File: config.mk
export PLATFORM = sky130hd
export DESIGN_NAME = mrs_req
export DESIGN_NICKNAME = d
export VERILOG_FILES = /design/src/mrs_pkg.sv /design/src/mrs_req.sv
export SDC_FILE = /design/constraint.sdc
export NUM_CORES = 1
export LEC_CHECK = 0
export ABC_AREA = 0
export BUFFER_PORTS_ARGS = -buffer_cell sky130_fd_sc_hd__buf_2
export CAP_MARGIN = 30
export CORE_UTILIZATION = 56
export DETAILED_ROUTE_END_ITERATION = 8
export HOLD_SLACK_MARGIN = 0.02
export PLACE_DENSITY = 0.79
export SYNTH_ARGS = -nofsm -noshare
export SYNTH_HDL_FRONTEND = slang
export SYNTH_SLANG_ARGS = --single-unit
File: constraint.sdc
create_clock -name clk -period 9.4 [get_ports clk]
set_input_delay 1.41 -clock clk [delete_from_list [all_inputs] [get_ports clk]]
set_output_delay 1.41 -clock clk [all_outputs]
set_load 0.01 [all_outputs]
File: src/mrs_pkg.sv
// Shared types, constants and the CRC-16 step for the Modbus RTU slave responder.
package mrs_pkg;

	localparam int TableDepth  = 4096;
	localparam int AddrW       = (TableDepth > 1) ? $clog2(TableDepth) : 1;
	localparam int MaxQuantity = 127;

	localparam logic [7:0] FnRdCoils    = 8'd1;
	localparam logic [7:0] FnRdDiscrete = 8'd2;
	localparam logic [7:0] FnRdHolding  = 8'd3;
	localparam logic [7:0] FnRdInput    = 8'd4;
	localparam logic [7:0] FnWrCoil     = 8'd5;
	localparam logic [7:0] FnWrHolding  = 8'd6;

	typedef enum logic [2:0] {
		KIND_RX      = 3'd0,
		KIND_TX      = 3'd1,
		KIND_RESTART = 3'd2,
		KIND_DISC    = 3'd3,
		KIND_INREG   = 3'd4
	} kind_t;

	typedef enum logic [2:0] {
		STAT_OK   = 3'd0,
		STAT_CRC  = 3'd1,
		STAT_FUNC = 3'd2,
		STAT_ADDR = 3'd3,
		STAT_QTY  = 3'd4
	} status_t;

	typedef enum logic [2:0] {
		S_CLEAR,
		S_IDLE,
		S_BITS,
		S_BIT_FIN,
		S_WORD_RD,
		S_WORD_DAT
	} state_t;

	typedef struct packed {
		logic        done;
		status_t     status;
		logic [7:0]  unit;
		logic [7:0]  fn;
		logic [15:0] start;
		logic [15:0] qty;
	} req_t;

	function automatic logic [15:0] crc_update(input logic [15:0] c, input logic [7:0] b);
		logic [15:0] r;
		r = c ^ {8'h00, b};
		for (int i = 0; i < 8; i++) begin
			r = r[0] ? ((r >> 1) ^ 16'hA001) : (r >> 1);
		end
		return r;
	endfunction

endpackage

File: src/mrs_req.sv
// Request byte collector with running CRC and limit checks.
module mrs_req (
	input  logic          clk,
	input  logic          arst_n,
	input  logic          byte_en,
	input  logic          restart,
	input  logic [7:0]    data_byte,
	output mrs_pkg::req_t req
);

	logic [2:0]  cnt_q;
	logic [15:0] crc_q;
	logic [7:0]  sh_q [7];
	logic [16:0] end_addr;
	logic [15:0] start;
	logic [15:0] qty;

	always_ff @(posedge clk or negedge arst_n) begin
		if (!arst_n) begin
			cnt_q <= '0;
		end else if (restart) begin
			cnt_q <= '0;
		end else if (byte_en) begin
			cnt_q <= cnt_q + 3'd1;
		end
	end

	always_ff @(posedge clk) begin
		if (byte_en) begin
			if (cnt_q < 3'd6) begin
				crc_q <= mrs_pkg::crc_update((cnt_q == 3'd0) ? 16'hFFFF : crc_q, data_byte);
			end
			sh_q[0] <= data_byte;
			for (int i = 1; i < 7; i++) begin
				sh_q[i] <= sh_q[i-1];
			end
		end
	end

	assign start    = {sh_q[4], sh_q[3]};
	assign qty      = {sh_q[2], sh_q[1]};
	assign end_addr = {1'b0, start} + {1'b0, qty};

	always_comb begin
		req.done  = byte_en && (cnt_q == 3'd7);
		req.unit  = sh_q[6];
		req.fn    = sh_q[5];
		req.start = start;
		req.qty   = qty;
		if ({data_byte, sh_q[0]} != crc_q) begin
			req.status = mrs_pkg::STAT_CRC;
		end else if (sh_q[5] == mrs_pkg::FnRdCoils || sh_q[5] == mrs_pkg::FnRdDiscrete ||
				sh_q[5] == mrs_pkg::FnRdHolding || sh_q[5] == mrs_pkg::FnRdInput) begin
			if (qty > 16'(mrs_pkg::MaxQuantity)) begin
				req.status = mrs_pkg::STAT_QTY;
			end else if (end_addr > 17'(mrs_pkg::TableDepth)) begin
				req.status = mrs_pkg::STAT_ADDR;
			end else begin
				req.status = mrs_pkg::STAT_OK;
			end
		end else if (sh_q[5] == mrs_pkg::FnWrCoil || sh_q[5] == mrs_pkg::FnWrHolding) begin
			if ({1'b0, start} >= 17'(mrs_pkg::TableDepth)) begin
				req.status = mrs_pkg::STAT_ADDR;
			end else begin
				req.status = mrs_pkg::STAT_OK;
			end
		end else begin
			req.status = mrs_pkg::STAT_FUNC;
		end
	end

endmodule

* Word-level counts from Yosys, hierarchy flattened
Memory sizes are Yosys's and may differ from the RTL's. Index checks and enable logic that the tools add are counted.
Storage, ports and cells: output and inout port bits 52, logic and storage cells 54, memories 1, memory bits (writable) 56, input bits 12, register bits 19
Operators by class: add/sub/neg operators 2, equal/unequal tests 8, multiplexer cells 19, order comparisons 4, bitwise logic cells 9, reduce and logical (&&, ||, !) cells 8
Memories:
- sh_q | depth 7, bits a word 8, rd ports 7, clocked after memory_dff 0, write ports 7, line mrs_req.sv:13 | logic [7:0] sh_q [7];
Operators by type and width (count):
- $mux 16 | 8
- $eq 8x3->1 const B | 3
- $not 2->3 | 8
- $mux 3 | 6
- $add 16x16->17 | 1
- $gt 17x13->1 const B | 1
- $eq 8x2->1 const B | 2
- $ge 16x13->1 const B | 1
- $gt 16x7->1 const B | 1
- $ne 16x16->1 | 1
- $xor 16x8->16 | 1
- $mux 14 | 1
- $eq 8x1->1 const B | 1
- $logic_or 1x1->1 | 4
- $mux 2 | 2
- $add 3x1->3 const B | 1
- $eq 3x3->1 const B | 1
- $logic_not 3->1 | 1
- $lt 3x3->1 const B | 1
- $mux 1 | 2
- $reduce_and 2->1 | 1
- $reduce_bool 2->1 | 1
- $logic_and 1x1->1 | 1

* Logic depth before layout (Yosys ltp)
Gate-level depths: netlist of run 1.
word-level depth 19, depth in mapped cells 10, gate-level depth less buffers 9

* Least setup slack after synthesis of run 1
Ideal clock, no wire load.
kind register to output, from mem sh_q[1][0], to out req[49] (netlist name), setup slack 5.171 ns, required time 7.990 ns, path buffers 0, stages on the path, launching flop included 10, data arrival time 2.819 ns, cell sequence edfxtp_1 -> ha_1 -> fa_1 -> or2_2 -> a2111oi_0 -> o221ai_1 -> a211oi_1 -> nand4_1 -> a2111oi_4 -> o21ai_1
RTL lines:
- start, declared | line mrs_req.sv:13
- end, declared | line mrs_req.sv:8 | output mrs_pkg::req_t req

==> impl_metrics.ini, run 1 <==
[detailed_routing]
drt-total-wl_um = 7665
vias_per_cell = 5.737
drt-pass1-iter-count = 7
via_count = 2576
wl_per_cell_um = 17.07
drtAntennaViolNets = 0
drtIter0Drc = 171
route.detailed.drc = 0

[pwr]
p_leak_nw = 1.707
power_density_nw_per_um2 = 194.3
ir_drop_mv = 0.1510
power_mw = 0.8767

[critical_path]
worst-path-max-fanout = 5
r2r_end = crc_q[0]$_DFFE_PP_
cp-start-kind = flop
ff2ff_setup_slack_ns = 7.17
cp_slowest_cell = fa_1
path_buf_inv = 1
endpoint = req[48]
critPathKind = reg -> out
reg2regPathDepth = 10
crit_chain = ha_1, fa_1, a211oi_2, o21bai_2, or3b_1, a211oi_1, nand4_1, a2111oi_4, o211ai_2, buf_2
setup.worst_path.start = sh_q[1][0]$_DFFE_PP_
crit_required_ns = 7.99
critPathTopFamily = compound AO/OA/AOI/OAI gates
path_depth = 10
r2r_start = cnt_q[1]$_DFFE_PN0P_
arrival_ns = 3.64
max_stage_delay_ns = 0.47
crit_path_end_kind = output port

[die]
placementRows = 30
coreArea_um2 = 6756
ios = 64
die_y_um = 85.44
start_util_pct = 57.70
fp.dieW_um = 85.44
dieArea_um2 = 7300

[cells_and_area]
register_area_um2 = 2237
area_growth_pct = 15.76
layout-drive-gt1-share_pct = 27.91
final_common_cell = edfxtp_1
nNetsFinal = 396
n_antenna_cell = 0
multi_input_area_um2 = 1619
final_cell_mix = 72 x edfxtp_1, 63 x buf_2, 46 x xnor2_1, 25 x nor2_1, 19 x ha_1
fillerInstances = 511

[synthesis]
synth_top_family_by_area = XOR/XNOR gates
yosys.area_share.simple_pct = 10.56
seq_area_frac_synth_pct = 57.38
synth-adder-area-share_pct = 6.611
netlist-cell-type-count = 56
synth_xor_area_share_pct = 12.13
syn_area_um2 = 3899
synth_compound_area_share_pct = 11.23
synth_fp_nets = 324
synth_warnings = 0
syn-instance-count = 292
synth_seq_cells = 75
synthArstFlopShare_pct = 4.000
synth_ff_type = edfxtp_1
synth_enable_flop_cells = 72
synthMuxAreaShare_pct = 0.8986
synth_area_per_cell_um2 = 13.35

[placement]
dp_worst_setup_slack_ns = 4.796
place.gp.congestion = 0.8205
numPortBuffers = 63
dp.final_hpwl_um = 5618

[cts]
cts-buffers-inserted = 9
cts-root-buf = clkbuf_8
cts_setup_buffers = 0
post_cts_resized = 0
clock_latency_ns = 0.35
cts_tree = yes
clkSlewWorstSetupHoldPaths_ns = 0.09
cts_hold_buf = 0
max-clock-path-buffers = 2
cts_sinks = 75
htreeDepth = 3

[global_routing]
grt_pass1_wl_um = 12340
grt_pass1_vias = 2589
grt_antenna_before_repair = 0
track_usage_pct = 22.27
grt_max_degree = 62
grt_overflow = 0

[timing]
final.setup.tns_ns = 0
timing.final.hold_violations = 0
setup_viol = 0
relSlewSlack_pct = 37.62
min_period_over_period_pct = 53.69
worst_hold_slack_ns = 0.4673
rsz0062_at_grt = no
slew_viol_final = 0
fmax_mhz = 198.1
tightest_slew_ns = 0.9271
clock_skew_ns = 0.009592
finalCriticalPeriod_ns = 5.047
setup_slack_ns = 4.353

[min_path]
hold_start = sh_q[5][7]$_DFFE_PP_
hold_path_depth = 0
holdCritPathClass = reg -> reg

[flow_run]
cap_violations = 0

[run_status]
status = completed
-- flip-flops by register name, summed over array words and instances, names as in the netlist --
signal / flops
sh_q: 56
crc_q: 16
cnt_q: 3
-- cells in the mapped netlist, drive strengths merged (2+ instances only) --
cell     instances  share of area (%)
nor2b            2               0.32
a21oi            8                1.1
a2111oi          5                2.2
xor2             8                1.8
nand2b           2               0.32
dfrtp            3                1.9
nor3             7               0.90
and2             4               0.67
a21boi           2               0.38
mux2i            2               0.51
nand4            5               0.80
or2              6               0.96
and3             4               0.64
nand3            7               0.90
a211oi           7                1.8
nor4             3               0.48
ha              19                6.1
edfxtp          72                 55
buf              2               0.32
o21bai           3               0.67
clkbuf           2               0.19
a21o             6                1.3
o211ai           4                1.0
nor3b            2               0.38
inv              7               0.67
o21ai            9                1.3
nor2            25                2.4
nand2            5               0.48
xnor2           46                 10
-- logic make-up after synthesis --
logic type                 count (synthesis)
and+or+nand+nor                           78
DFF                                       75
xor gates and xnor gates                  54
AOI/OAI and AO/OA                         51
adders and majority gates                 20
buffers and inverters                     11
muxes                                      3
-- worst min-delay path by stage --
stage,endpoint
2_1_floorplan,sh_q[1][0]$_DFFE_PP_
3_3_place_gp,sh_q[6][6]$_DFFE_PP_
3_5_place_dp,sh_q[6][7]$_DFFE_PP_
4_1_cts,sh_q[6][7]$_DFFE_PP_
5_1_grt,sh_q[6][7]$_DFFE_PP_
6_report,sh_q[6][7]$_DFFE_PP_
-- power by group --
| group | total, mW | switching [mW] | leakage, nW | internal (mW) |
|---|---|---|---|---|
| Sequential | 0.441 | 0.0292 | 0.738 | 0.412 |
| Clock | 0.248 | 0.124 | 0.0958 | 0.124 |
| Combinational | 0.187 | 0.0984 | 0.873 | 0.0891 |
| Total | 0.877 | 0.252 | 1.71 | 0.625 |
-- routing by layer --
layer	vias to the layer above	wire length, um	track usage [%]
met2	77	3943	38.69
met4	0	119	7.576
met3	16	323	5.642
met5	-	0	0
li1	1239	-	-
met1	1244	3279	27.09
-- stage by stage --
stage | std cells | util [%] | area [um2]
global placement | 433 | 63.83 | 4313
finish | 449 | 66.80 | 4513
CTS | 449 | 66.80 | 4513
floorplan | 292 | - | 3899
detailed placement | 433 | 63.83 | 4313
global route | 449 | 66.80 | 4513
-- cell type report --
cell class | instances | area share (%)
Multi-Input combinational cell | 206 | 35.87
Clock buffer | 9 | 2.745
Inverter | 7 | 0.5822
Tap cell | 80 | 2.218
Clock inverter | 7 | 1.691
Timing Repair Buffer | 65 | 7.319
Sequential cell | 75 | 49.57
Power figures use the tool's default switching activity.
==> inputs of run 2 (changes only) <==
--- a/config.mk
+++ b/config.mk
@@ -8,10 +8,10 @@
 export ABC_AREA = 0
 export BUFFER_PORTS_ARGS = -buffer_cell sky130_fd_sc_hd__buf_2
 export CAP_MARGIN = 30
-export CORE_UTILIZATION = 56
+export CORE_UTILIZATION = 51
 export DETAILED_ROUTE_END_ITERATION = 8
 export HOLD_SLACK_MARGIN = 0.02
-export PLACE_DENSITY = 0.79
+export PLACE_DENSITY = 0.76
 export SYNTH_ARGS = -nofsm -noshare
 export SYNTH_HDL_FRONTEND = slang
 export SYNTH_SLANG_ARGS = --single-unit
==> constraint.sdc (replaced) <==
create_clock -name clk -period 4.5 [get_ports clk]
set_input_delay 0.675 -clock clk [delete_from_list [all_inputs] [get_ports clk]]
set_output_delay 0.675 -clock clk [all_outputs]
set_load 0.01 [all_outputs]
==> run 2 against run 1 <==
Combinational power rose by 110%. First-iteration DRC count decreased by 22%. Clock skew hardly changed. Sequential share of layout area decreased by 0.49 points. Worst hold slack got worse by 0.35 ns. Design area increased by 1.0%. Wire length grew 2.2%. Via count up 0.19%. Critical path type unchanged. Largest power group unchanged. Highest routed layer unchanged.
==> impl_metrics.ini, run 2 (synthesis results as in run 1) <==
[run_status]
status = completed

[global_routing]
grt_max_degree = 57
grt_pass1_wl_um = 12210
met1_usage_pct = 25.36
grt_pass1_vias = 2548
busiest_layer = met2
grt_antenna_before_repair = 0
track_usage_pct = 20.81
gr-usage-met3_pct = 3.970
grt_overflow = 0
met2_usage_pct = 36.78

[cts]
clkSlewWorstSetupHoldPaths_ns = 0.07
cts-root-buf = clkbuf_8
cts_tree = yes
max-clock-path-buffers = 2
clock_latency_ns = 0.34
cts_sinks = 75
htreeDepth = 3
cts_setup_buffers = 0
cts_hold_buf = 0
post_cts_resized = 0
cts-buffers-inserted = 9

[cells_and_area]
area_growth_pct = 16.91
n_antenna_cell = 0
final_cell_mix = 72 x edfxtp_1, 63 x buf_2, 46 x xnor2_1, 25 x nor2_1, 19 x ha_1
layout-drive-gt1-share_pct = 27.57
top_register = sh_q
largest_register_ffs = 56
fillerInstances = 599
top_regs = sh_q (56), crc_q (16), cnt_q (3)
nNetsFinal = 397
final_common_cell = edfxtp_1
final_area_um2 = 4558

[pwr]
ir_drop_mv = 0.3661
p_leak_nw = 1.722
power_density_nw_per_um2 = 411.2

[critical_path]
crit_required_ns = 3.83
crit_chain = ha_1, fa_1, or2_2, a2111oi_0, o221ai_1, a211oi_1, nand4_1, a2111oi_4, o211ai_2, buf_2
critPathKind = reg -> out
arrival_ns = 3.56
ff2ff_setup_slack_ns = 2.28
cp-start-kind = flop
worst-path-max-fanout = 4
crit_path_end_kind = output port
r2r_end = crc_q[0]$_DFFE_PP_
max_stage_delay_ns = 0.46
r2r_start = cnt_q[0]$_DFFE_PN0P_
cp_slowest_cell = a2111oi_4
reg2regPathDepth = 10

[detailed_routing]
drt-total-wl_um = 7831
drtIter0Drc = 133
route.detailed.drc = 0
wl_per_cell_um = 16.70
drt-pass1-iter-count = 4
drtAntennaViolNets = 0
vias_per_cell = 5.503
via_count = 2581

[placement]
place.gp.congestion = 0.8763
dp.final_hpwl_um = 5707
numPortBuffers = 63
place_area_um2 = 4340

[die]
die_y_um = 89.44
coreArea_um2 = 7331
dieArea_um2 = 7999
fp.dieW_um = 89.44
placementRows = 31
start_util_pct = 53.18
ios = 64

[timing]
final.setup.tns_ns = 0
fmax_mhz = 236.0
rsz0062_at_grt = no
slew_viol_final = 0
min_period_over_period_pct = 94.17
setup_viol = 0
finalCriticalPeriod_ns = 4.238
timing.final.hold_violations = 0
tightest_slew_ns = 0.8992
clock_skew_ns = 0.009223
relSlewSlack_pct = 39.50

[flow_run]
cap_violations = 0

[min_path]
holdCritPathClass = in -> async
-- run 2: where the power goes --
part	internal [mW]	switching, mW
sequential	0.860	0.0607
clock	0.313	0.250
combinational	0.187	0.204
-- run 2: how the worst max path moves through the flow --
stage / cells past startpoint / from / endpoint / slack (ns)
6_report: 10 / sh_q[1][0]$_DFFE_PP_ / req[48] / 0.26
5_1_grt: 10 / sh_q[1][0]$_DFFE_PP_ / req[48] / 0.10
4_1_cts: 10 / sh_q[1][0]$_DFFE_PP_ / req[48] / 0.25
3_5_place_dp: 10 / sh_q[1][0]$_DFFE_PP_ / req[48] / 0.69
3_3_place_gp: 10 / sh_q[1][0]$_DFFE_PP_ / req[48] / 0.71
2_1_floorplan: 9 / sh_q[1][0]$_DFFE_PP_ / req[49] / 1.01
-- run 2: cell type report --
class	instances	area (um2)	area share (%)
repair buffers	66	337.8	7.411
well taps	99	123.9	2.718
clock inverters	6	90.09	1.976
multi-input cells	206	1615	35.44
inverters	7	26.28	0.5764
clock buffers	10	127.6	2.800
flip-flops and latches	75	2237	49.08
-- run 2: routing by layer --
layer | routed length, um | part of all wire, %
met2 | 3967 | 51
met3 | 266 | 3.4
met5 | 0 | 0
met1 | 3445 | 44
met4 | 152 | 1.9
-- run 2: worst max-delay path: cells and delay by family (launching register included) --
family	cells	cell delay (ns)
buffers and inverters	1	0.18
AND/OR/NAND/NOR	2	0.52
adder cells (fa/ha/maj)	2	0.73
flip-flops	1	0.42
AO/OA/AOI/OAI	5	1.37
-- run 2: per-stage QoR --
stage | total power [mW] | instances | setup WS, ns | hold WS (ns) | util [%]
final | 1.874 | 469 | 0.2624 | 0.1158 | 62.18
after global routing | 1.964 | 469 | 0.1048 | 0.1041 | 62.18
after CTS | 1.895 | 469 | 0.2547 | 0.1006 | 62.18
after detailed placement | 1.326 | 453 | 0.6929 | 0.4613 | 59.21
after global placement | 1.315 | 453 | 0.7143 | 0.4508 | 59.21
after floorplan | 1.215 | 292 | 1.006 | 0.3794 | -
